==> config.mk <==
export PLATFORM = sky130hd
export DESIGN_NAME = sab_fifo
export DESIGN_NICKNAME = d
export VERILOG_FILES = /design/src/design/summed_area_box_sum_macros.svh /design/src/design/sab_pkg.sv /design/src/design/sab_fifo.sv
export SDC_FILE = /design/constraint.sdc
export NUM_CORES = 1
export LEC_CHECK = 0
export CAP_MARGIN = 20
export CORE_MARGIN = 5
export CORE_UTILIZATION = 56
export DETAILED_ROUTE_END_ITERATION = 16
export DONT_BUFFER_PORTS = 1
export PLACE_DENSITY = 0.77
export SYNTH_ARGS = -nofsm -noshare
export SYNTH_HDL_FRONTEND = slang
export SYNTH_SLANG_ARGS = --single-unit
==> constraint.sdc <==
create_clock -name clk -period 5.75 [get_ports clk]
set_clock_uncertainty 0.1 [all_clocks]
set_input_delay 0 -clock clk [delete_from_list [all_inputs] [get_ports clk]]
set_output_delay 0 -clock clk [all_outputs]
set_load 0.03 [all_outputs]
==> src/design/summed_area_box_sum_macros.svh <==
// assertion helpers shared by the block
`ifndef SUMMED_AREA_BOX_SUM_MACROS_SVH
`define SUMMED_AREA_BOX_SUM_MACROS_SVH

// same-cycle implication
`define SAB_ASSERT(label, clk, rst_n, lhs, rhs) \
	label: assert property (@(posedge clk) disable iff (!rst_n) (lhs) |-> (rhs)) \
		else $error("sab assertion failed");

// next-cycle implication
`define SAB_ASSERT_NEXT(label, clk, rst_n, lhs, rhs) \
	label: assert property (@(posedge clk) disable iff (!rst_n) (lhs) |=> (rhs)) \
		else $error("sab assertion failed");

`endif

==> src/design/sab_pkg.sv <==
package sab_pkg;

	localparam int MAX_ROWS_DEF = 64;
	localparam int MAX_COLS_DEF = 64;

	localparam int COORD_W     = 7;
	localparam int COUNT_W     = 7;
	localparam int SUM_W       = 28;
	localparam int VALUE_W     = 16;
	localparam int QPOS_W      = 6;
	localparam int RADIUS_W    = 6;
	localparam int STATUS_W    = 2;
	localparam int CFG_INDEX_W = 2;
	localparam int CFG_DATA_W  = 7;
	localparam int QUEUE_DEPTH = 2;

	localparam logic [CFG_INDEX_W-1:0] REG_RADIUS    = 2'd0;
	localparam logic [CFG_INDEX_W-1:0] REG_ROW_COUNT = 2'd1;
	localparam logic [CFG_INDEX_W-1:0] REG_COL_COUNT = 2'd2;

	localparam logic [STATUS_W-1:0] STATUS_OK         = 2'd0;
	localparam logic [STATUS_W-1:0] STATUS_NOT_LOADED = 2'd1;
	localparam logic [STATUS_W-1:0] STATUS_OUTSIDE    = 2'd2;

	localparam logic REQ_LOAD  = 1'b0;
	localparam logic REQ_QUERY = 1'b1;

	localparam logic [RADIUS_W-1:0] RADIUS_RST    = 6'd1;
	localparam logic [COUNT_W-1:0]  ROW_COUNT_RST = 7'd64;
	localparam logic [COUNT_W-1:0]  COL_COUNT_RST = 7'd64;

	typedef logic [COORD_W-1:0] coord_t;

	typedef struct packed {
		logic                req_type;
		logic [VALUE_W-1:0]  elem_value;
		logic [QPOS_W-1:0]   query_row;
		logic [QPOS_W-1:0]   query_col;
	} in_item_t;

	typedef struct packed {
		logic [SUM_W-1:0]    block_sum;
		logic [STATUS_W-1:0] status;
	} out_item_t;

	typedef enum logic [1:0] {
		CMD_LOAD,
		CMD_QUERY,
		CMD_RESULT
	} cmd_op_t;

	// corner order: down/right, top/right, down/left, top/left
	typedef struct packed {
		cmd_op_t             op;
		logic [STATUS_W-1:0] status;
		logic [SUM_W-1:0]    data;
		coord_t              wr_row;
		coord_t              wr_col;
		logic [3:0]          rd_en;
		coord_t [3:0]        rd_row;
		coord_t [3:0]        rd_col;
	} cmd_t;

	typedef enum logic [2:0] {
		BK_IDLE,
		BK_LOAD_WR,
		BK_QUERY,
		BK_QUERY_LAST,
		BK_EMIT
	} back_state_t;

endpackage

==> src/design/sab_fifo.sv <==
module sab_fifo (
	input  logic          clk,
	input  logic          arst_n,
	input  logic          push,
	input  sab_pkg::cmd_t push_cmd,
	output logic          full,
	input  logic          pop,
	output logic          head_valid,
	output sab_pkg::cmd_t head_cmd
);
	import sab_pkg::*;

	localparam int PTR_W = (QUEUE_DEPTH > 1) ? $clog2(QUEUE_DEPTH) : 1;
	localparam int CNT_W = $clog2(QUEUE_DEPTH + 1);
	localparam logic [PTR_W-1:0] LAST_PTR = PTR_W'(QUEUE_DEPTH - 1);
	localparam logic [CNT_W-1:0] FULL_CNT = CNT_W'(QUEUE_DEPTH);

	cmd_t             entries_q [QUEUE_DEPTH];
	logic [PTR_W-1:0] wr_ptr_q;
	logic [PTR_W-1:0] rd_ptr_q;
	logic [CNT_W-1:0] count_q;

	assign full       = (count_q == FULL_CNT);
	assign head_valid = (count_q != '0);
	assign head_cmd   = entries_q[rd_ptr_q];

	always_ff @(posedge clk) begin
		if (push) begin
			entries_q[wr_ptr_q] <= push_cmd;
		end
	end

	always_ff @(posedge clk or negedge arst_n) begin
		if (!arst_n) begin
			wr_ptr_q <= '0;
			rd_ptr_q <= '0;
			count_q  <= '0;
		end else begin
			if (push) begin
				wr_ptr_q <= (wr_ptr_q == LAST_PTR) ? '0 : wr_ptr_q + 1'b1;
			end
			if (pop) begin
				rd_ptr_q <= (rd_ptr_q == LAST_PTR) ? '0 : rd_ptr_q + 1'b1;
			end
			if (push && !pop) begin
				count_q <= count_q + 1'b1;
			end else if (pop && !push) begin
				count_q <= count_q - 1'b1;
			end
		end
	end

endmodule

==> results_dict.tcl, run 1 <==
set metrics [dict create \
    status "complete, no violations" \
    syn_avg_cell_area_um2 23.0 \
    postRouteAntennaNets 0 \
    vias 3596 \
    clk_pin_slew_ns 0.06 \
    min_period_ns 2.83 \
    dr.pass1.iters 4 \
    rsz0062_at_grt "false" \
    syn_to_final_growth_pct 24.7 \
    io_buffers 0 \
    synth_warnings 0 \
    final.setup.tns_ns 0 \
    fin_crit_sh 0.492 \
    finalInstanceArea_mm2 0.00992 \
    grt_pass1_vias 4074 \
    synth_top_area_share 0.801 \
    gr-total-overflow 0 \
    cts-resized-gates 0 \
    cts.sinks 216 \
    pwr-share-clk 0.258 \
    multi_input_area_mm2 0.00140 \
    initial_core_util 0.573 \
    cp_max_fo 61 \
    worstSetupPathType "flip-flop to primary output" \
    cts_buffers 21 \
    die_area_mm2 0.0167 \
    dp.final_hpwl_um 9250 \
    hold_violations 0 \
    yosysTopAreaCell "edfxtp_1" \
    clock_latency_ns 0.47 \
    min_path_type "input pin to flip-flop" \
    slew_headroom 0.397 \
    cts_setup_buffers 0 \
    cts_buffer_depth 3 \
    row_count 43 \
    critical_path_required_ns 5.65 \
    ys_top_cells_by_area "edfxtp_1, mux2_2, mux2_4, dfrtp_1, buf_6" \
    synth_area_mm2 0.00795 \
    worst_setup_path_end_kind "primary output" \
    core_mm2 0.0139 \
    synth_seq_cells 216 \
    regArea_mm2 0.00647 \
    grt.total_usage 0.175 \
    gp_congestion 0.734 \
    fmax_ghz 0.354 \
    fp.dieH_um 129 \
    p_seq_frac 0.432 \
    drv_cap 0 \
    p_leak_nw 3.44 \
    startpoint_type "flip-flop" \
    root_buffer "clkbuf_16" \
    arrival_ns 2.73 \
    htree_num_levels 1 \
    p_int_w 0.00341 \
    die_x_um 129 \
    tightest_slew_ns 0.905 \
    synth_nets 457 \
    vias_per_cell 5.40 \
    antenna_cells 0 \
    routed_wl_um 15100 \
    placed_cell_area_mm2 0.00813 \
    ir_worst_vdd_mv 0.351 \
    io_pins 218 \
    final_util 0.714 \
    synthCells 346 \
    cts_tree "built" \
    synth_cell_types 14 \
    setup_viol 0 \
    drive_gt1_frac 0.296 \
    p_sw_w 0.00178 \
    pwr-share-comb 0.310 \
    switching_share 0.343 \
    drc_errors 0 \
    antenna_found_initial 0 \
    slew_violations 0 \
    yosysSeqAreaShare 0.813 \
    fillers 796 \
    initialDrtViolationCount 176 \
    powerDensity_mw_per_mm2 524 \
    drt-wirelength-per-cell_um 22.7 \
    grt_max_degree 64 \
    nets 582 \
    grt_pass1_wl_um 22300 \
]
per-stage QoR:
stage               total power (W)  hold slack (ns)  setup slack [ns]  std cells
floorplan                   0.00366           -0.396              2.05        346
global placement            0.00378           -0.395              3.47        518
detailed placement          0.00382           -0.395              3.42        518
CTS                         0.00523           0.0462              2.90        666
global route                0.00539           0.0486              2.79        666
finish                      0.00519           0.0656              2.92        666
per-layer routing:
layer,GRT usage,up-vias,routed length [um]
li1,-,1625,-
met1,0.204,1764,5660
met2,0.306,186,7680
met5,0,-,0
met4,0.0488,0,230
met3,0.0647,21,1530
placed cells by master, fill, tap and decap left out:
cell | Yosys | routed
dfrtp_1 | 4 | 3
nor2_1 | 1 | 1
dfrtp_4 | 0 | 1
nor2b_4 | 0 | 1
nor2b_1 | 2 | 1
mux2_2 | 76 | 76
dlygate4sd3_1 | 0 | 110
clkinv_1 | 0 | 3
clkbuf_1 | 0 | 5
clkinv_2 | 0 | 3
buf_4 | 0 | 4
xor2_1 | 4 | 4
edfxtp_1 | 212 | 212
ha_1 | 1 | 1
xnor2_1 | 1 | 1
clkinvlp_4 | 0 | 1
or2_2 | 1 | 1
mux2_4 | 30 | 30
clkbuf_16 | 0 | 21
inv_6 | 0 | 2
bufinv_16 | 0 | 3
and2_4 | 0 | 1
inv_1 | 1 | 1
critical path, stage by stage, from the launching register on:
cell     delay [ns]
dfrtp_4        0.85
buf_4          0.82
mux2_2         0.51
power groups by stage:
stage | Clock (W) | Combinational, W | Sequential [W]
floorplan | 0 | 0.00146 | 0.00220
global placement | 0 | 0.00152 | 0.00226
detailed placement | 0 | 0.00155 | 0.00227
CTS | 0.00136 | 0.00162 | 0.00224
global route | 0.00144 | 0.00168 | 0.00227
finish | 0.00134 | 0.00161 | 0.00224
kinds of logic after synthesis:
group	after synthesis	synth area share
flip-flops	216	0.813
adder cells (fa/ha/maj)	1	0.00157
buffers and inverters	13	0.0120
AND/OR/NAND/NOR	5	0.00362
XOR/XNOR	5	0.00551
multiplexers	106	0.164
what timing repair did:
item / 4_1_cts / 5_1_grt
endpoints found under the hold margin: 263 / 0
hold buffers: 110 / 0
endpoints found under the setup margin: 0 / 0
synth_stat cells, drive strengths merged:
cell    instances
edfxtp        212
mux2          106
buf            12
dfrtp           4
xor2            4
nor2b           2
and2            1
ha              1
inv             1
nor2            1
or2             1
xnor2           1
flip-flops by register name, indices dropped and copies added (netlist names):
name and flops:
count_q 2, entries_q 212, rd_ptr_q 1, wr_ptr_q 1
final timing paths:
check / startpoint / endpoint / slack (ns) / cells after the start
min in group asynchronous: arst_n / count_q[1] / 0.26 / 2
min: push_cmd[87] / entries_q[1][87] / 0.07 / 1
max: rd_ptr_q / head_cmd[40] / 2.92 / 2
min reg2reg: count_q[1] / count_q[1] / 0.41 / 1
max in group asynchronous: arst_n / rd_ptr_q / 5.05 / 2
max reg2reg: wr_ptr_q / entries_q[1][96] / 3.46 / 2
area by class of cell:
class	count	area share
inverter	1	0.000379
clock buffer	26	0.0549
clock inverter	12	0.0143
tap	180	0.0227
sequential	216	0.652
timing repair buffer	114	0.114
multi-input combinational	117	0.141
(Power assumes the default switching activity.)
==> run 2: changes to the inputs <==
--- a/config.mk
+++ b/config.mk
@@ -7,10 +7,10 @@
 export LEC_CHECK = 0
 export CAP_MARGIN = 20
 export CORE_MARGIN = 5
-export CORE_UTILIZATION = 56
+export CORE_UTILIZATION = 60
 export DETAILED_ROUTE_END_ITERATION = 16
 export DONT_BUFFER_PORTS = 1
-export PLACE_DENSITY = 0.77
+export PLACE_DENSITY = 0.79
 export SYNTH_ARGS = -nofsm -noshare
 export SYNTH_HDL_FRONTEND = slang
 export SYNTH_SLANG_ARGS = --single-unit
==> constraint.sdc (replaced) <==
create_clock -name clk -period 2.81 [get_ports clk]
set_clock_uncertainty 0.1 [all_clocks]
set_input_delay 0 -clock clk [delete_from_list [all_inputs] [get_ports clk]]
set_output_delay 0 -clock clk [all_outputs]
set_load 0.03 [all_outputs]
==> run 2 against run 1 <==
  * Die area is 6.2% lower
  * Register-to-register slack worse by 2.5 ns
  * Critical endpoint is now head_cmd[32]
  * Final cell count is 0.45% lower
  * Worst hold slack worse by 0.015 ns
  * Combinational power is 110% higher
  * First-iteration DRC count is 7.4% higher
  * Setup slack worse by 2.2 ns
  * Total power is 110% higher
  * Final area is 0.29% higher
  * Sequential share of layout area is 0.19 points lower
==> results_dict.tcl, run 2 (synthesis gave the netlist of run 1 again) <==
set metrics [dict create \
    grt.total_usage 0.188 \
    p_leak_nw 3.46 \
    critical_path_required_ns 2.71 \
    cts-resized-gates 0 \
    layout_common_cells "edfxtp_1, dlygate4sd3_1, mux2_2" \
    grt_pass1_wl_um 23100 \
    cts_tree "built" \
    htree_num_levels 1 \
    hold_violations 0 \
    top_register "entries_q" \
    syn_to_final_growth_pct 25.1 \
    root_buffer "clkbuf_16" \
    fmax_ghz 0.475 \
    status "complete, no violations" \
    cp_top_family "flip-flops" \
    cts.sinks 216 \
    cts_buffer_depth 3 \
    postRouteAntennaNets 0 \
    die_x_um 125 \
    vias_per_cell 5.43 \
    cp_cell_sequence "buf_4 -> mux2_2" \
    drv_cap 0 \
    dr.pass1.iters 4 \
    io_buffers 0 \
    slew_headroom 0.432 \
    startpoint_type "flip-flop" \
    drive_gt1_frac 0.298 \
    worstSetupPathType "flip-flop to primary output" \
    fillers 707 \
    grt_max_degree 83 \
    routed_wl_um 15000 \
    nets 584 \
    min_period_ns 2.11 \
    rsz0062_at_grt "false" \
    cp_max_fo 26 \
    min_path_type "input pin to flip-flop" \
    antenna_cells 0 \
    fp.dieH_um 125 \
    worst_setup_path_end_kind "primary output" \
    drt-wirelength-per-cell_um 22.6 \
    final.setup.tns_ns 0 \
    slowest_delay_ns 0.59 \
    gr-total-overflow 0 \
    row_count 42 \
    io_pins 218 \
    grt_pass1_vias 3939 \
    whs_ns 0.0508 \
    rrSetupSlack_ns 1.00 \
    initial_core_util 0.605 \
    crit_slowest_cell "dfrtp_4" \
    clk_pin_slew_ns 0.06 \
    dp.final_hpwl_um 8980 \
    gp_congestion 0.695 \
    slew_violations 0 \
    vias 3597 \
    path_buf_inv 1 \
    layout_commonest_cell "edfxtp_1" \
    arrival_ns 2.01 \
    largest_reg_flops 212 \
    ir_worst_vdd_mv 0.668 \
    reg.largest.list "entries_q: 212 flops, count_q: 2 flops" \
    clock_latency_ns 0.49 \
    die_area_mm2 0.0157 \
    cts_buffers 21 \
    setup_viol 0 \
    initialDrtViolationCount 189 \
    drc_errors 0 \
    core_mm2 0.0131 \
    powerDensity_mw_per_mm2 1070 \
    antenna_found_initial 0 \
    tightest_slew_ns 0.852 \
    fin_crit_sh 0.749 \
]
run 2: worst paths after layout:
path | to | depth (start not counted) | from
min | entries_q[0][90] | 2 | push
max | head_cmd[32] | 2 | rd_ptr_q
min in group asynchronous | count_q[0] | 2 | arst_n
min reg2reg | count_q[1] | 1 | count_q[1]
max in group asynchronous | rd_ptr_q | 2 | arst_n
max reg2reg | entries_q[1][54] | 2 | wr_ptr_q
run 2: worst register-to-register path, cell delays in order (launching register included):
cell     delay (ns)
dfrtp_1        0.42
and2_4         0.39
buf_12         0.39
run 2: what timing repair did:
action | 4_1_cts | 5_1_grt
endpoints found under the hold margin | 244 | 0
setup buffers | 0 | 0
hold buffers | 110 | 0
setup endpoints to repair | 0 | 0
run 2: stage by stage:
| step | worst slack [ns] | std cells | util | cell area [um^2] | total power (W) |
|---|---|---|---|---|---|
| global route | 0.610 | 663 | 0.757 | 9950 | 0.0111 |
| detailed placement | 1.03 | 516 | 0.622 | 8170 | 0.00787 |
| CTS | 0.668 | 663 | 0.757 | 9950 | 0.0107 |
| finish | 0.704 | 663 | 0.757 | 9950 | 0.0107 |
| global placement | 1.08 | 516 | 0.622 | 8170 | 0.00779 |
| floorplan | 0.290 | 346 | - | 7960 | 0.00746 |
run 2: power breakdown:
group          leakage [nW]  switching (W)  internal [W]
Clock                 0.326        0.00109       0.00164
Sequential             2.04       0.000220       0.00428
Combinational          1.09        0.00236       0.00107
Total                  3.46        0.00367       0.00699
run 2: area by class of cell:
| cell class | instances | area [um^2] | area share |
|---|---|---|---|
| flip-flops and latches | 216 | 6470 | 0.651 |
| multi-input cells | 117 | 1400 | 0.141 |
| repair buffers | 116 | 1170 | 0.118 |
| clock buffers | 21 | 526 | 0.0528 |
| well taps | 176 | 220 | 0.0221 |
| clock inverters | 16 | 154 | 0.0155 |
| inverters | 1 | 3.75 | 0.000377 |
run 2: per-layer routing:
layer  wire [um]  track usage  up-vias  part of all wire
li1            -            -     1624                 -
met1        5730        0.232     1771              0.38
met2        7540        0.318      178              0.50
met3        1390       0.0657       24             0.093
met4         296       0.0529        0             0.020
met5           0            0        -                 0
