<file path="config.mk">
export PLATFORM = sky130hd
export DESIGN_NAME = sab_front
export DESIGN_NICKNAME = d
export VERILOG_FILES = /design/src/design/summed_area_box_sum_macros.svh /design/src/design/sab_pkg.sv /design/src/design/sab_front.sv
export SDC_FILE = /design/constraint.sdc
export NUM_CORES = 1
export LEC_CHECK = 0
export ABC_CLOCK_PERIOD_IN_PS = 7100
export BUFFER_PORTS_ARGS = -buffer_cell sky130_fd_sc_hd__buf_2
export CORE_MARGIN = 8
export CORE_UTILIZATION = 57
export CTS_CLUSTER_SIZE = 24
export DETAILED_ROUTE_END_ITERATION = 10
export PLACE_DENSITY = 0.87
export REMOVE_ABC_BUFFERS = 1
export SLEW_MARGIN = 0
export SYNTH_ARGS = -nofsm -noshare
export SYNTH_HDL_FRONTEND = slang
export SYNTH_SLANG_ARGS = --single-unit
export TNS_END_PERCENT = 30
</file>
<file path="constraint.sdc">
create_clock -name clk -period 7.1 [get_ports clk]
set_clock_uncertainty 0.15 [all_clocks]
set_input_delay 1.065 -clock clk [delete_from_list [all_inputs] [get_ports clk]]
set_output_delay 1.065 -clock clk [all_outputs]
set_load 0.05 [all_outputs]
</file>
<file path="src/design/summed_area_box_sum_macros.svh">
// assertion helpers shared by the block
`ifndef SUMMED_AREA_BOX_SUM_MACROS_SVH
`define SUMMED_AREA_BOX_SUM_MACROS_SVH

// same-cycle implication
`define SAB_ASSERT(label, clk, rst_n, lhs, rhs) \
	label: assert property (@(posedge clk) disable iff (!rst_n) (lhs) |-> (rhs)) \
		else $error("sab assertion failed");

// next-cycle implication
`define SAB_ASSERT_NEXT(label, clk, rst_n, lhs, rhs) \
	label: assert property (@(posedge clk) disable iff (!rst_n) (lhs) |=> (rhs)) \
		else $error("sab assertion failed");

`endif

</file>
<file path="src/design/sab_pkg.sv">
package sab_pkg;

	localparam int MAX_ROWS_DEF = 64;
	localparam int MAX_COLS_DEF = 64;

	localparam int COORD_W     = 7;
	localparam int COUNT_W     = 7;
	localparam int SUM_W       = 28;
	localparam int VALUE_W     = 16;
	localparam int QPOS_W      = 6;
	localparam int RADIUS_W    = 6;
	localparam int STATUS_W    = 2;
	localparam int CFG_INDEX_W = 2;
	localparam int CFG_DATA_W  = 7;
	localparam int QUEUE_DEPTH = 2;

	localparam logic [CFG_INDEX_W-1:0] REG_RADIUS    = 2'd0;
	localparam logic [CFG_INDEX_W-1:0] REG_ROW_COUNT = 2'd1;
	localparam logic [CFG_INDEX_W-1:0] REG_COL_COUNT = 2'd2;

	localparam logic [STATUS_W-1:0] STATUS_OK         = 2'd0;
	localparam logic [STATUS_W-1:0] STATUS_NOT_LOADED = 2'd1;
	localparam logic [STATUS_W-1:0] STATUS_OUTSIDE    = 2'd2;

	localparam logic REQ_LOAD  = 1'b0;
	localparam logic REQ_QUERY = 1'b1;

	localparam logic [RADIUS_W-1:0] RADIUS_RST    = 6'd1;
	localparam logic [COUNT_W-1:0]  ROW_COUNT_RST = 7'd64;
	localparam logic [COUNT_W-1:0]  COL_COUNT_RST = 7'd64;

	typedef logic [COORD_W-1:0] coord_t;

	typedef struct packed {
		logic                req_type;
		logic [VALUE_W-1:0]  elem_value;
		logic [QPOS_W-1:0]   query_row;
		logic [QPOS_W-1:0]   query_col;
	} in_item_t;

	typedef struct packed {
		logic [SUM_W-1:0]    block_sum;
		logic [STATUS_W-1:0] status;
	} out_item_t;

	typedef enum logic [1:0] {
		CMD_LOAD,
		CMD_QUERY,
		CMD_RESULT
	} cmd_op_t;

	// corner order: down/right, top/right, down/left, top/left
	typedef struct packed {
		cmd_op_t             op;
		logic [STATUS_W-1:0] status;
		logic [SUM_W-1:0]    data;
		coord_t              wr_row;
		coord_t              wr_col;
		logic [3:0]          rd_en;
		coord_t [3:0]        rd_row;
		coord_t [3:0]        rd_col;
	} cmd_t;

	typedef enum logic [2:0] {
		BK_IDLE,
		BK_LOAD_WR,
		BK_QUERY,
		BK_QUERY_LAST,
		BK_EMIT
	} back_state_t;

endpackage

</file>
<file path="src/design/sab_front.sv">
module sab_front #(
	parameter int MAX_ROWS = sab_pkg::MAX_ROWS_DEF,
	parameter int MAX_COLS = sab_pkg::MAX_COLS_DEF
) (
	input  logic                             clk,
	input  logic                             arst_n,
	input  logic                             in_valid,
	output logic                             in_ready,
	input  sab_pkg::in_item_t                in_data,
	input  logic                             cfg_wr_en,
	input  logic [sab_pkg::CFG_INDEX_W-1:0]  cfg_index,
	input  logic [sab_pkg::CFG_DATA_W-1:0]   cfg_data,
	output logic                             push,
	output sab_pkg::cmd_t                    push_cmd,
	input  logic                             queue_full
);
	import sab_pkg::*;

	localparam int ROWS_CAP = (MAX_ROWS < 127) ? MAX_ROWS : 127;
	localparam int COLS_CAP = (MAX_COLS < 127) ? MAX_COLS : 127;
	localparam logic [COUNT_W-1:0] ROWS_CAP_C = COUNT_W'(ROWS_CAP);
	localparam logic [COUNT_W-1:0] COLS_CAP_C = COUNT_W'(COLS_CAP);
	localparam logic [COUNT_W-1:0] ONE_C      = COUNT_W'(1);

	logic [RADIUS_W-1:0] radius_q;
	logic [COUNT_W-1:0]  row_count_q;
	logic [COUNT_W-1:0]  col_count_q;
	logic [COUNT_W-1:0]  load_row_q;
	coord_t              load_col_q;
	logic [SUM_W-1:0]    run_sum_q;

	logic [COUNT_W-1:0] rows;
	logic [COUNT_W-1:0] cols;
	logic               accept;
	logic               is_load;
	logic               load_ok;
	logic               complete;
	logic [SUM_W-1:0]   new_sum;
	coord_t             qr;
	coord_t             qc;
	coord_t             k;
	coord_t             top;
	coord_t             left;
	coord_t             down;
	coord_t             right;
	coord_t             next_col;
	coord_t [3:0]       crow;
	coord_t [3:0]       ccol;

	assign rows = (row_count_q == '0) ? ONE_C :
		((row_count_q > ROWS_CAP_C) ? ROWS_CAP_C : row_count_q);
	assign cols = (col_count_q == '0) ? ONE_C :
		((col_count_q > COLS_CAP_C) ? COLS_CAP_C : col_count_q);

	assign in_ready = !queue_full;
	assign accept   = in_valid && in_ready;
	assign is_load  = (in_data.req_type == REQ_LOAD);
	assign load_ok  = (load_row_q < rows) && (load_col_q < cols);
	assign complete = (load_row_q >= rows);
	assign new_sum  = run_sum_q + SUM_W'(in_data.elem_value);
	assign next_col = load_col_q + ONE_C;

	assign qr = {1'b0, in_data.query_row};
	assign qc = {1'b0, in_data.query_col};
	assign k  = {1'b0, radius_q};

	// clipped block, bottom and right exclusive
	assign top   = (qr > k) ? (qr - k) : '0;
	assign left  = (qc > k) ? (qc - k) : '0;
	assign down  = ((qr + k) >= rows) ? rows : (qr + k + ONE_C);
	assign right = ((qc + k) >= cols) ? cols : (qc + k + ONE_C);

	assign crow = {top, down, top, down};
	assign ccol = {left, left, right, right};

	assign push = accept && (!is_load || load_ok);

	always_comb begin
		push_cmd = '0;
		if (is_load) begin
			push_cmd.op        = CMD_LOAD;
			push_cmd.data      = new_sum;
			push_cmd.wr_row    = load_row_q;
			push_cmd.wr_col    = load_col_q;
			push_cmd.rd_en[0]  = (load_row_q != '0);
			push_cmd.rd_row[0] = load_row_q - ONE_C;
			push_cmd.rd_col[0] = load_col_q;
		end else if (!complete) begin
			push_cmd.op     = CMD_RESULT;
			push_cmd.status = STATUS_NOT_LOADED;
		end else if ((qr >= rows) || (qc >= cols)) begin
			push_cmd.op     = CMD_RESULT;
			push_cmd.status = STATUS_OUTSIDE;
		end else begin
			push_cmd.op     = CMD_QUERY;
			push_cmd.status = STATUS_OK;
			for (int i = 0; i < 4; i++) begin
				push_cmd.rd_en[i]  = (crow[i] != '0) && (ccol[i] != '0);
				push_cmd.rd_row[i] = crow[i] - ONE_C;
				push_cmd.rd_col[i] = ccol[i] - ONE_C;
			end
		end
	end

	always_ff @(posedge clk or negedge arst_n) begin
		if (!arst_n) begin
			radius_q    <= RADIUS_RST;
			row_count_q <= ROW_COUNT_RST;
			col_count_q <= COL_COUNT_RST;
			load_row_q  <= '0;
			load_col_q  <= '0;
			run_sum_q   <= '0;
		end else if (cfg_wr_en) begin
			case (cfg_index)
				REG_RADIUS: begin
					radius_q <= cfg_data[RADIUS_W-1:0];
				end
				REG_ROW_COUNT: begin
					row_count_q <= cfg_data;
					load_row_q  <= '0;
					load_col_q  <= '0;
					run_sum_q   <= '0;
				end
				REG_COL_COUNT: begin
					col_count_q <= cfg_data;
					load_row_q  <= '0;
					load_col_q  <= '0;
					run_sum_q   <= '0;
				end
				default: begin
				end
			endcase
		end else if (accept && is_load && load_ok) begin
			if (next_col >= cols) begin
				load_col_q <= '0;
				load_row_q <= load_row_q + ONE_C;
				run_sum_q  <= '0;
			end else begin
				load_col_q <= next_col;
				run_sum_q  <= new_sum;
			end
		end
	end

endmodule

</file>
==> results of run 1 <==
power by group through the flow:
stage | sequential [W] | combinational [W] | clock, W
final | 0.000526 | 0.00215 | 0.000517
after global routing | 0.000536 | 0.00235 | 0.000543
after global placement | 0.000522 | 0.00206 | 0
after floorplan | 0.000498 | 0.00167 | 0
after CTS | 0.000523 | 0.00213 | 0.000522
after detailed placement | 0.000526 | 0.00211 | 0
worst min-delay path by stage:
stage	start	to	slack [ns]	cells past startpoint
after global routing	run_sum_q[8]	run_sum_q[8]	0.37	2
final	run_sum_q[12]	run_sum_q[12]	0.34	2
after global placement	run_sum_q[11]	run_sum_q[11]	0.32	2
after detailed placement	run_sum_q[3]	run_sum_q[3]	0.33	2
after floorplan	run_sum_q[13]	run_sum_q[13]	0.30	2
after CTS	run_sum_q[3]	run_sum_q[3]	0.34	2
layout make-up:
type	count	area, sq um	area share [%]
well taps	176	220.2	2.564
clock buffers	11	242.7	2.826
diodes	1	2.502	0.02913
inverters	59	222.7	2.593
clock inverters	5	106.4	1.238
multi-input cells	757	5459	63.55
repair buffers	154	780.7	9.090
flip-flops and latches	62	1555	18.11
cells by family after synthesis:
kind of cell / share of synthesized area (%)
compound gates: 20.73
simple gates: 21.51
buf+inv: 6.925
xor+xnor: 7.791
mux: 4.378
fa+ha+maj: 17.98
flops: 20.69
layout by cell type (no fill, tap or decap), types with 6 or more instances in the layout:
master     synthesis  routed
a22o_1             8       8
a21oi_1           44      44
nand2_1           78      78
or3_1              9       9
nor2_1            99      99
nand3_1           29      29
o21bai_1          10      10
o21ai_0           49      49
nor2b_1           24      24
o22ai_1           10      10
nand4_1           15      15
xnor2_1           39      39
mux2_2            21      21
dfrtp_1           59      59
inv_1             57      57
ha_1             100     100
xor2_1            26      26
o211ai_1           6       6
a21o_1            27      27
clkbuf_16          0       9
nand2b_1          13      13
a31oi_1            8       7
mux2i_1            7       7
a211oi_1          10      10
o31ai_1           10      10
buf_2              5     150
and3_1             9       9
nor3_1            17      17
registers in the layout, indices dropped and copies added (netlist names):
register,cells
row_count_q,7
load_row_q,7
load_col_q,7
col_count_q,7
radius_q,6
run_sum_q,28
worst max-delay path, stage by stage:
cell       delay [ns]
buf_2            0.12
ha_1             0.48
and3b_1          0.22
a2111oi_0        0.40
o211ai_1         0.30
ha_1             0.40
nand4_1          0.11
o21ai_2          0.49
o21ai_0          0.25
inv_1            0.12
ha_1             0.27
nand3_1          0.09
and3_1           0.20
a2111oi_2        0.40
a21o_1           0.12
buf_2            0.25
metal layers:
metal / vias up / GRT usage, % / wire [um]
met5: - / 0 / 34
met4: 6 / 10.53 / 563
met3: 53 / 3.977 / 1454
met2: 302 / 42.01 / 10340
met1: 3428 / 30.13 / 8974
li1: 3524 / - / -
repair_timing:
item / in CTS / in global routing
buffers inserted: 0 / 0
setup endpoints to repair: 0 / 2
gates resized for setup: 0 / 1
hold endpoints to repair: 0 / 0
stage by stage:
| stage | hold WS [ns] | instance area [sq um] |
|---|---|---|
| final | 0.3406 | 8589 |
| after global routing | 0.3664 | 8589 |
| after CTS | 0.3412 | 8583 |
| after detailed placement | 0.3285 | 8234 |
| after global placement | 0.3167 | 8234 |
| after floorplan | 0.3026 | 7218 |
==> summary.txt, run 1 <==
Global route
  – Number of antenna violations at the first check in global routing: 4
  – Gr usage total: 24.63%
  – First-pass GRT wire length: around 34,000 um
  – Number of global-route vias before repair: 7,172
  – Maximum number of pins on one net before global-route repair: 63
  – Remaining Overflow, GRT: 0

Place
  – Post-detail-place hpwl: 16,190 um
  – Gpl congestion: 0.9294
  – # port buffers: 150
  – Post-Place Worst Slack: 0.3746 ns
  – Count of placed standard cells including taps: 1,208

STA
  – Final critical-path share of the clock period: around nine tenths
  – Setup WS post-layout: 0.5808 ns
  – Max transition margin: a little over a third
  – Number of endpoints failing setup at the final stage: 0
  – Fin Setup TNS: 0 ns
  – Number of max-slew violations in the final report: 0
  – Final hold violations: 0
  – Final worst path period need: about 6.5 ns
  – Setup repair after global routing missed its margin: false
  – Actual slew at the worst max-slew pin: roughly 0.96 ns
  – Fmax: 0.1534 GHz

Setup path
  – Required time of the critical path: approximately 6 ns
  – Kind of end point of the critical path: output pin
  – Data arrival at the endpoint of the critical path: 5.30 ns
  – R2r worst-path depth: 11
  – Capturing element of the worst setup path: push_cmd[32]
  – Type of element launching the critical path: primary input
  – Largest fanout of any net on the critical path: 16
  – Worst flop-to-flop path startpoint: row_count_q[6]
  – Reg-to-Reg End: run_sum_q[23]
  – Slack of the worst reg-to-reg path: 2.75 ns
  – Startpoint of the most critical setup path: in_data[10]
  – Category of the most critical setup path: primary input to output pin

Yosys
  – Most frequent cells after synthesis: ha_1 (100), nor2_1 (99), nand2_1 (78)
  – Async set-or-reset flop fraction in the synthesized netlist: 100.0%
  – Synthesized flop and latch total: 62
  – Number of warning messages in the yosys log: 0
  – Netlist area before placement: 7516 sq um
  – Primary FF master, synth: dfrtp_1
  – Mean instance size in the synthesized netlist: 8.108 sq um
  – Cell accounting for the most synthesized area: dfrtp_1
  – Count of cell types in the netlist: 87
  – Count of flip-flops with a built-in enable after synthesis: 0
  – Share of the synthesized area in the top cell type: 19.64%
  – Most repeated cell in the gate-level netlist after synthesis: ha_1
  – Sequential-to-total area share from yosys stat: roughly 21%
  – Cells after synthesis: about 930
  – Cells taking the most area after synthesis: dfrtp_1 (20%), ha_1 (17%), nor2_1 (4.9%)

Die
  – Count of standard-cell rows: 42
  – Height of the chip: 130.8 um
  – Boundary pin count: 151
  – Core area: ~13,000 sq um
  – Die Footprint: 17,120 sq um
  – Initial core utilization: 57.44%
  – Floorplan die width: 130.8 um

Power and ir drop
  – Final Power: about 0.0032 W
  – Clock power frac: 16.2%
  – Fraction of power consumed by combinational cells: about 67%
  – Internal power of the cells: 0.001515 W
  – Part of the power in registers: 16.5%
  – Switch Pwr: 0.001677 W
  – Static power due to leakage: 4.300 nW
  – Switch share: a little over half
  – Power density over cell area: 371.7 nW/um^2
  – Highest ir drop seen on vdd: between 0.0003 and 0.0004 V

Cells and area
  – Share of the core filled with cells: approximately 66%
  – Fill cells: 1,113
  – Fraction of final layout cells sized beyond drive strength 1: 21.28%
  – Growth of design area from synthesis to finish: 14.28%
  – Final net count: 1,191
  – Number of non-filler instances in the completed layout: 1,225

Routing
  – Post-DRT Antenna Nets: 0
  – Total DRC errors in the routed layout: 0
  – Number of detailed-route iterations in the first pass: 5
  – Drt total wl: ~21,000 um
  – Wirelength per Cell: 17.44 um
  – First-iteration detailed-routing DRC count: about 350
  – Vias: 7,313
  – Post-detailed-route via-to-cell ratio: 5.970

Clock network
  – Insertion delay of the later-clocked pin in the worst-skew pair: 0.33 ns
  – TritonCTS clock tree: yes
  – Number of buffers created by CTS: 9
  – CTS hold repair buffers: 0
  – Clock Sink Count: 62
  – CTS clock-pin slew for the worst setup and hold paths: about 0.05 ns
  – Library cell used as clock root buffer: clkbuf_16
  – H-Tree Depth: 3
  – CTS max path bufs: 2

Outcome
  – Outcome: finished, final reports clean

Hold path
  – Hold WC Path Type: flip-flop to flip-flop

Job
  – MaxCap Viol Count: 0
Note: power is estimated with default switching activity, not from simulation.
==> run 2: changes to the inputs <==
--- a/config.mk
+++ b/config.mk
@@ -11,6 +11,7 @@
 export CORE_UTILIZATION = 57
 export CTS_CLUSTER_SIZE = 24
 export DETAILED_ROUTE_END_ITERATION = 10
+export MAX_ROUTING_LAYER = met4
 export PLACE_DENSITY = 0.87
 export REMOVE_ABC_BUFFERS = 1
 export SLEW_MARGIN = 0
==> run 2 against run 1 <==
Cell count grew 0.33%. Sequential share of layout area grew 0.066 points. Global-route usage about the same. Maximum frequency increased by 2.6%. Non-clock buffer count up 1. Flip-flop and latch count is the same. Critical path depth stayed put. Clock-buffer cell count is 2 lower. Clock power down 14%. Power shrank 2.9%. First-iteration DRC count rose by 44%. Critical endpoint unchanged.
==> summary.txt, run 2 (same netlist as run 1, synthesis figures left out) <==
STA
  – Actual slew at the worst max-slew pin: 0.9628 ns (+0.002119 ns)
  – Number of max-slew violations in the final report: 0 (unchanged)
  – Number of endpoints failing setup at the final stage: 0 (unchanged)
  – Final critical-path share of the clock period: 89.48% (-2.3 points)
  – Final worst path period need: 6.353 ns (-0.1662 ns)
  – Setup WS post-layout: 0.7470 ns (+0.1662 ns)
  – Final hold violations: 0 (unchanged)
  – Setup repair after global routing missed its margin: false
  – Max transition margin: 35.57% (-0.14 points)
  – Fmax: 0.1574 GHz (+2.6%)
  – Fin Setup TNS: 0 ns (unchanged)

Global route
  – Maximum number of pins on one net before global-route repair: 63 (unchanged)
  – Remaining Overflow, GRT: 0 (unchanged)
  – Gr usage total: 24.63% (about the same)
  – First-pass GRT wire length: 33,310 um (-2.2%)
  – Number of global-route vias before repair: 7,141 (-0.43%)
  – Number of antenna violations at the first check in global routing: 4 (unchanged)

Place
  – Post-detail-place hpwl: 15,930 um (-1.6%)
  – Post-Place Worst Slack: 0.7935 ns (+0.4188 ns)
  – # port buffers: 150 (unchanged)
  – Count of placed standard cells including taps: 1,209 (+0.083%)
  – Gpl congestion: 0.9561 (+2.9%)

Routing
  – Number of detailed-route iterations in the first pass: 5 (unchanged)
  – Wirelength per Cell: 16.52 um (-5.3%)
  – Total DRC errors in the routed layout: 0 (unchanged)
  – Vias: 7,258 (-0.75%)
  – Drt total wl: 20,300 um (-5.0%)
  – First-iteration detailed-routing DRC count: 500 (+44%)
  – Post-DRT Antenna Nets: 0 (unchanged)
  – Post-detailed-route via-to-cell ratio: 5.906 (-1.1%)

Setup path
  – Category of the most critical setup path: primary input to output pin
  – Slowest stage delay, CP: 0.62 ns (+0.13 ns)
  – Worst flop-to-flop path startpoint: row_count_q[6]
  – Required time of the critical path: 5.88 ns (about the same)
  – Crit-path most repeated cell: ha_1
  – Data arrival at the endpoint of the critical path: 5.14 ns (-0.16 ns)
  – Startpoint of the most critical setup path: in_data[10]
  – Largest fanout of any net on the critical path: 10 (-6)
  – Chain of cells forming the critical path: buf_2 -> ha_1 -> and3b_1 -> a2111oi_0 -> o211ai_1 -> ha_1 -> nand3_1 -> and3_1 -> o21ai_1 -> o21ai_0 -> inv_1 -> ha_1 -> a2111oi_0 -> a2111oi_2 -> a21o_1 -> buf_2
  – Slowest cell on the critical path: a2111oi_0
  – Kind of end point of the critical path: output pin
  – Type of element launching the critical path: primary input

Clock network
  – Insertion delay of the later-clocked pin in the worst-skew pair: 0.33 ns (about the same)
  – Number of instances resized during post-cts repair: 0 (unchanged)
  – Post-CTS Repair Setup Buffers: 0 (unchanged)
  – TritonCTS clock tree: yes
  – CTS clock-pin slew for the worst setup and hold paths: 0.05 ns (about the same)
  – Number of buffers created by CTS: 9 (unchanged)
  – Clock Sink Count: 62 (unchanged)
  – CTS hold repair buffers: 0 (unchanged)
  – H-Tree Depth: 3 (unchanged)
  – Library cell used as clock root buffer: clkbuf_16
  – CTS max path bufs: 2 (unchanged)

Die
  – Initial core utilization: 57.44% (unchanged)
  – Floorplan die width: 130.8 um (unchanged)
  – Height of the chip: 130.8 um (unchanged)
  – Die Footprint: 17,120 sq um (unchanged)
  – Count of standard-cell rows: 42 (unchanged)
  – Core area: 13,090 sq um (unchanged)
  – Boundary pin count: 151 (unchanged)

Hold path
  – Hold Startpoint: run_sum_q[3]
  – Hold WC Path Type: flip-flop to flip-flop

Cells and area
  – Most common cell after layout, fill and taps aside: buf_2
  – Growth of design area from synthesis to finish: 13.87%
  – Final net count: 1,192 (+0.084%)
  – Number of non-filler instances in the completed layout: 1,229 (+0.33%)
  – Fraction of final layout cells sized beyond drive strength 1: 21.35% (+0.075 points)
  – Reg with most FFs: run_sum_q
  – Flip-flop count of the largest register, all copies and words added: 28 (unchanged)
  – Most frequent cells in the layout: buf_2 (150), ha_1 (100), nor2_1 (99)

Outcome
  – Outcome: finished, final reports clean

Job
  – MaxCap Viol Count: 0 (unchanged)

Power and ir drop
  – Power density over cell area: 362.2 nW/um^2 (-2.6%)
  – Highest ir drop seen on vdd: 0.0003572 V (+11%)
  – Final Power: 0.003100 W (-2.9%)
  – Static power due to leakage: 4.284 nW (-0.37%)
==> run 2: metrics by stage <==
| step | utilization (%) | hold WS [ns] | instance area (sq um) |
|---|---|---|---|
| CTS | 65.33 | 0.3421 | 8548 |
| detailed placement | 62.99 | 0.3282 | 8242 |
| global placement | 62.99 | 0.3175 | 8242 |
| global route | 65.40 | 0.3659 | 8558 |
| finish | 65.40 | 0.3419 | 8558 |
| floorplan | - | 0.3026 | 7218 |
==> run 2: report_power, final <==
part | internal, W | switching [W]
clock network | 0.000276 | 0.000170
registers | 0.000432 | 0.0000915
logic | 0.000731 | 0.00140
total | 0.00144 | 0.00166
==> run 2: area by class of cell <==
class                      instances  area (sq um)
clock inverter                     7         81.33
inverter                          59         222.7
antenna                            4         10.01
fill                            1089          4527
multi-input combinational        757          5455
timing repair buffer             155         788.3
tap                              176         220.2
clock buffer                       9         225.2
sequential                        62          1555
==> run 2: routing by layer <==
| metal | global-route usage, % | vias up | share of wire (%) |
|---|---|---|---|
| met3 | 3.450 | 42 | 6.4 |
| met4 | 9.251 | 0 | 2.6 |
| li1 | - | 3543 | - |
| met5 | - | - | 0 |
| met1 | 29.77 | 3395 | 43 |
| met2 | 41.04 | 278 | 48 |
==> run 2: worst paths after layout <==
check                                     end  cells after the start  slack (ns)
worst min register to register   run_sum_q[3]                      2        0.34
max in group asynchronous        run_sum_q[6]                      2        5.51
worst max register to register  run_sum_q[21]                     11        2.94
min in group asynchronous       run_sum_q[17]                      2        0.75
worst min-delay path             run_sum_q[3]                      2        0.34
worst max-delay path             push_cmd[32]                     16        0.75
==> run 2: critical path: cells and delay by family <==
kind / cells / cell delay (ns)
AO/OA/AOI/OAI: 7 / 2.06
AND/OR/NAND/NOR: 3 / 0.45
buffers and inverters: 3 / 0.43
adder cells (fa/ha/maj): 3 / 1.15
==> run 3: changes to the inputs <==
--- a/config.mk
+++ b/config.mk
@@ -7,8 +7,10 @@
 export LEC_CHECK = 0
 export ABC_CLOCK_PERIOD_IN_PS = 7100
 export BUFFER_PORTS_ARGS = -buffer_cell sky130_fd_sc_hd__buf_2
+export CELL_PAD_IN_SITES_DETAIL_PLACEMENT = 2
+export CELL_PAD_IN_SITES_GLOBAL_PLACEMENT = 2
 export CORE_MARGIN = 8
-export CORE_UTILIZATION = 57
+export CORE_UTILIZATION = 33
 export CTS_CLUSTER_SIZE = 24
 export DETAILED_ROUTE_END_ITERATION = 10
 export MAX_ROUTING_LAYER = met4
==> run 3 against run 2 <==
Cell count increased by 9.0%. Largest power group unchanged. Sequential power increased by 1%. Utilization decreased by 27 points. Critical endpoint unchanged. Clock power increased by 8.3%. Worst setup slack got worse by 0.19 ns. Largest cell class unchanged. Design area increased by 1.8%.
==> summary.txt, run 3 (same netlist as run 1, synthesis figures left out) <==
Outcome
  – Outcome: finished, final reports clean

Power and ir drop
  – Static power due to leakage: 4.294 nW (+0.23%)
  – Highest ir drop seen on vdd: 0.0002661 V (-26%)
  – Power density over cell area: 374.2 nW/um^2 (+3.3%)

STA
  – Final critical-path share of the clock period: 92.21% (+2.7 points)
  – Number of endpoints failing setup at the final stage: 0 (unchanged)
  – Fmax: 0.1527 GHz (-3.0%)
  – Fin Setup TNS: 0 ns (unchanged)
  – Final worst path period need: 6.547 ns (+0.1937 ns)
  – Final hold violations: 0 (unchanged)
  – Actual slew at the worst max-slew pin: 1.196 ns (+0.2332 ns)
  – Setup repair after global routing missed its margin: false
  – Max transition margin: 19.97% (-16 points)
  – Number of max-slew violations in the final report: 0 (unchanged)
  – Worst hold slack: 0.3373 ns (-0.004614 ns)

Clock network
  – Post-CTS Repair Setup Buffers: 0 (unchanged)
  – Number of buffers created by CTS: 9 (unchanged)
  – H-Tree Depth: 3 (unchanged)
  – CTS max path bufs: 2 (unchanged)
  – Clock Sink Count: 62 (unchanged)
  – TritonCTS clock tree: yes
  – Insertion delay of the later-clocked pin in the worst-skew pair: 0.34 ns (about the same)
  – CTS clock-pin slew for the worst setup and hold paths: 0.05 ns (about the same)
  – Number of instances resized during post-cts repair: 0 (unchanged)
  – Library cell used as clock root buffer: clkbuf_16
  – CTS hold repair buffers: 0 (unchanged)

Global route
  – Number of global-route vias before repair: 8,283 (+16%)
  – Remaining Overflow, GRT: 0 (unchanged)
  – Number of antenna violations at the first check in global routing: 3 (-1)
  – First-pass GRT wire length: 45,610 um (+37%)
  – Gr usage total: 20.45% (-4.2 points)
  – Maximum number of pins on one net before global-route repair: 63 (unchanged)

Setup path
  – Kind of end point of the critical path: output pin
  – Slowest stage delay, CP: 0.59 ns (-0.03 ns)
  – Category of cells accounting for the largest share of critical-path delay: compound AO/OA/AOI/OAI gates
  – R2r worst-path depth: 11 (unchanged)
  – Worst flop-to-flop path startpoint: row_count_q[6]
  – Largest fanout of any net on the critical path: 16 (+6)
  – Required time of the critical path: 5.88 ns (about the same)
  – Number of buffer and inverter stages on the critical path: 4 (+1)
  – Reg-to-Reg End: run_sum_q[16]
  – Category of the most critical setup path: primary input to output pin
  – Chain of cells forming the critical path: buf_2 -> ha_1 -> and3b_1 -> a2111oi_0 -> o211ai_1 -> ha_1 -> nand4_1 -> and3_1 -> o21ai_1 -> buf_4 -> nand2_1 -> o21ai_0 -> inv_1 -> ha_1 -> a2111oi_0 -> a2111oi_2 -> a21o_1 -> buf_2
  – Crit-path most repeated cell: ha_1
  – Type of element launching the critical path: primary input
  – Data arrival at the endpoint of the critical path: 5.33 ns (+0.19 ns)
  – Slowest cell on the critical path: a2111oi_0
  – Slack of the worst reg-to-reg path: 2.56 ns (-0.38 ns)

Die
  – Count of standard-cell rows: 55 (+31%)
  – Initial core utilization: 33.40% (-24 points)
  – Core area: 22,500 sq um (+72%)
  – Boundary pin count: 151 (unchanged)
  – Floorplan die width: 166.9 um (+28%)
  – Die Footprint: 27,860 sq um (+63%)
  – Height of the chip: 166.9 um (+28%)

Place
  – Post-detail-place hpwl: 22,180 um (+39%)
  – # port buffers: 150 (unchanged)
  – Gpl congestion: 0.8324 (-13%)

Cells and area
  – Fraction of final layout cells sized beyond drive strength 1: 21.33% (about the same)
  – Reg with most FFs: run_sum_q
  – Flip-flop count of the largest register, all copies and words added: 28 (unchanged)
  – Most common cell after layout, fill and taps aside: buf_2
  – Final net count: 1,193 (+0.084%)
  – Growth of design area from synthesis to finish: 15.90%
  – Most frequent cells in the layout: buf_2 (150), ha_1 (100), nor2_1 (99)

Routing
  – First-iteration detailed-routing DRC count: 295 (-41%)
  – Wirelength per Cell: 20.94 um (+27%)
  – Total DRC errors in the routed layout: 0 (unchanged)
  – Vias: 7,391 (+1.8%)
  – Post-detailed-route via-to-cell ratio: 5.520 (-6.5%)
  – Drt total wl: 28,040 um (+38%)
  – Number of detailed-route iterations in the first pass: 4 (-1)
  – Post-DRT Antenna Nets: 0 (unchanged)

Hold path
  – Hold depth: 2 (unchanged)
  – Endpoint of the worst hold-timing path: run_sum_q[7]
  – Hold WC Path Type: flip-flop to flip-flop
  – Hold Startpoint: run_sum_q[7]

Job
  – MaxCap Viol Count: 0 (unchanged)
[run 3: cell types whose count changed in the layout (fill, tap and decap cells not counted), sizes merged]
cell / delta
clkbuf: +1
buf: +1
inv: -2
bufinv: +1
[run 3: cell type report]
type | instances | area, sq um
Inverter | 59 | 222.7
Clock buffer | 10 | 229.0
Timing Repair Buffer | 156 | 795.8
Multi-Input combinational cell | 757 | 5455
Tap cell | 285 | 356.6
Sequential cell | 62 | 1555
Clock inverter | 6 | 86.33
Antenna cell | 4 | 10.01
Fill cell | 2617 | 13790
[run 3: layer usage]
layer	share of wire, %	vias up	track usage [%]	routed length [um]
met5	0	-	-	0
met2	50	162	35.68	14080
met3	4.7	33	3.593	1317
met1	44	3676	23.90	12210
li1	-	3520	-	-
met4	1.6	0	5.366	444
[run 3: worst max-delay path by stage]
stage           startpoint           end  slack [ns]  depth (start not counted)
2_1_floorplan  in_data[10]  push_cmd[32]        0.23                         14
3_3_place_gp   in_data[10]  push_cmd[32]        0.88                         17
3_5_place_dp   in_data[10]  push_cmd[32]        0.56                         18
4_1_cts        in_data[10]  push_cmd[32]        0.54                         18
5_1_grt        in_data[10]  push_cmd[32]        0.21                         18
6_report       in_data[10]  push_cmd[32]        0.55                         18
[run 3: power by group]
part | total [W] | switching (W) | leakage (nW) | internal (W)
Sequential | 0.000530 | 0.0000983 | 0.802 | 0.000432
Combinational | 0.00225 | 0.00151 | 3.34 | 0.000741
Clock | 0.000483 | 0.000176 | 0.152 | 0.000307
[run 3: tightest hold or removal path, delay by kind of cell, from the launching register on]
kind	cells	cell delay, ns
compound gates	1	0.06
flops	1	0.34
simple gates	1	0.05
[run 3: stage by stage]
stage	cell area [sq um]	power (W)	cells	worst slack [ns]	utilization (%)
5_1_grt	8708	0.003502	1338	0.2085	38.70
3_3_place_gp	8386	0.002671	1319	0.8843	37.26
2_1_floorplan	7218	0.002171	878	0.2341	-
3_5_place_dp	8386	0.002773	1319	0.5623	37.26
6_report	8711	0.003260	1339	0.5533	38.71
4_1_cts	8701	0.003290	1335	0.5406	38.67
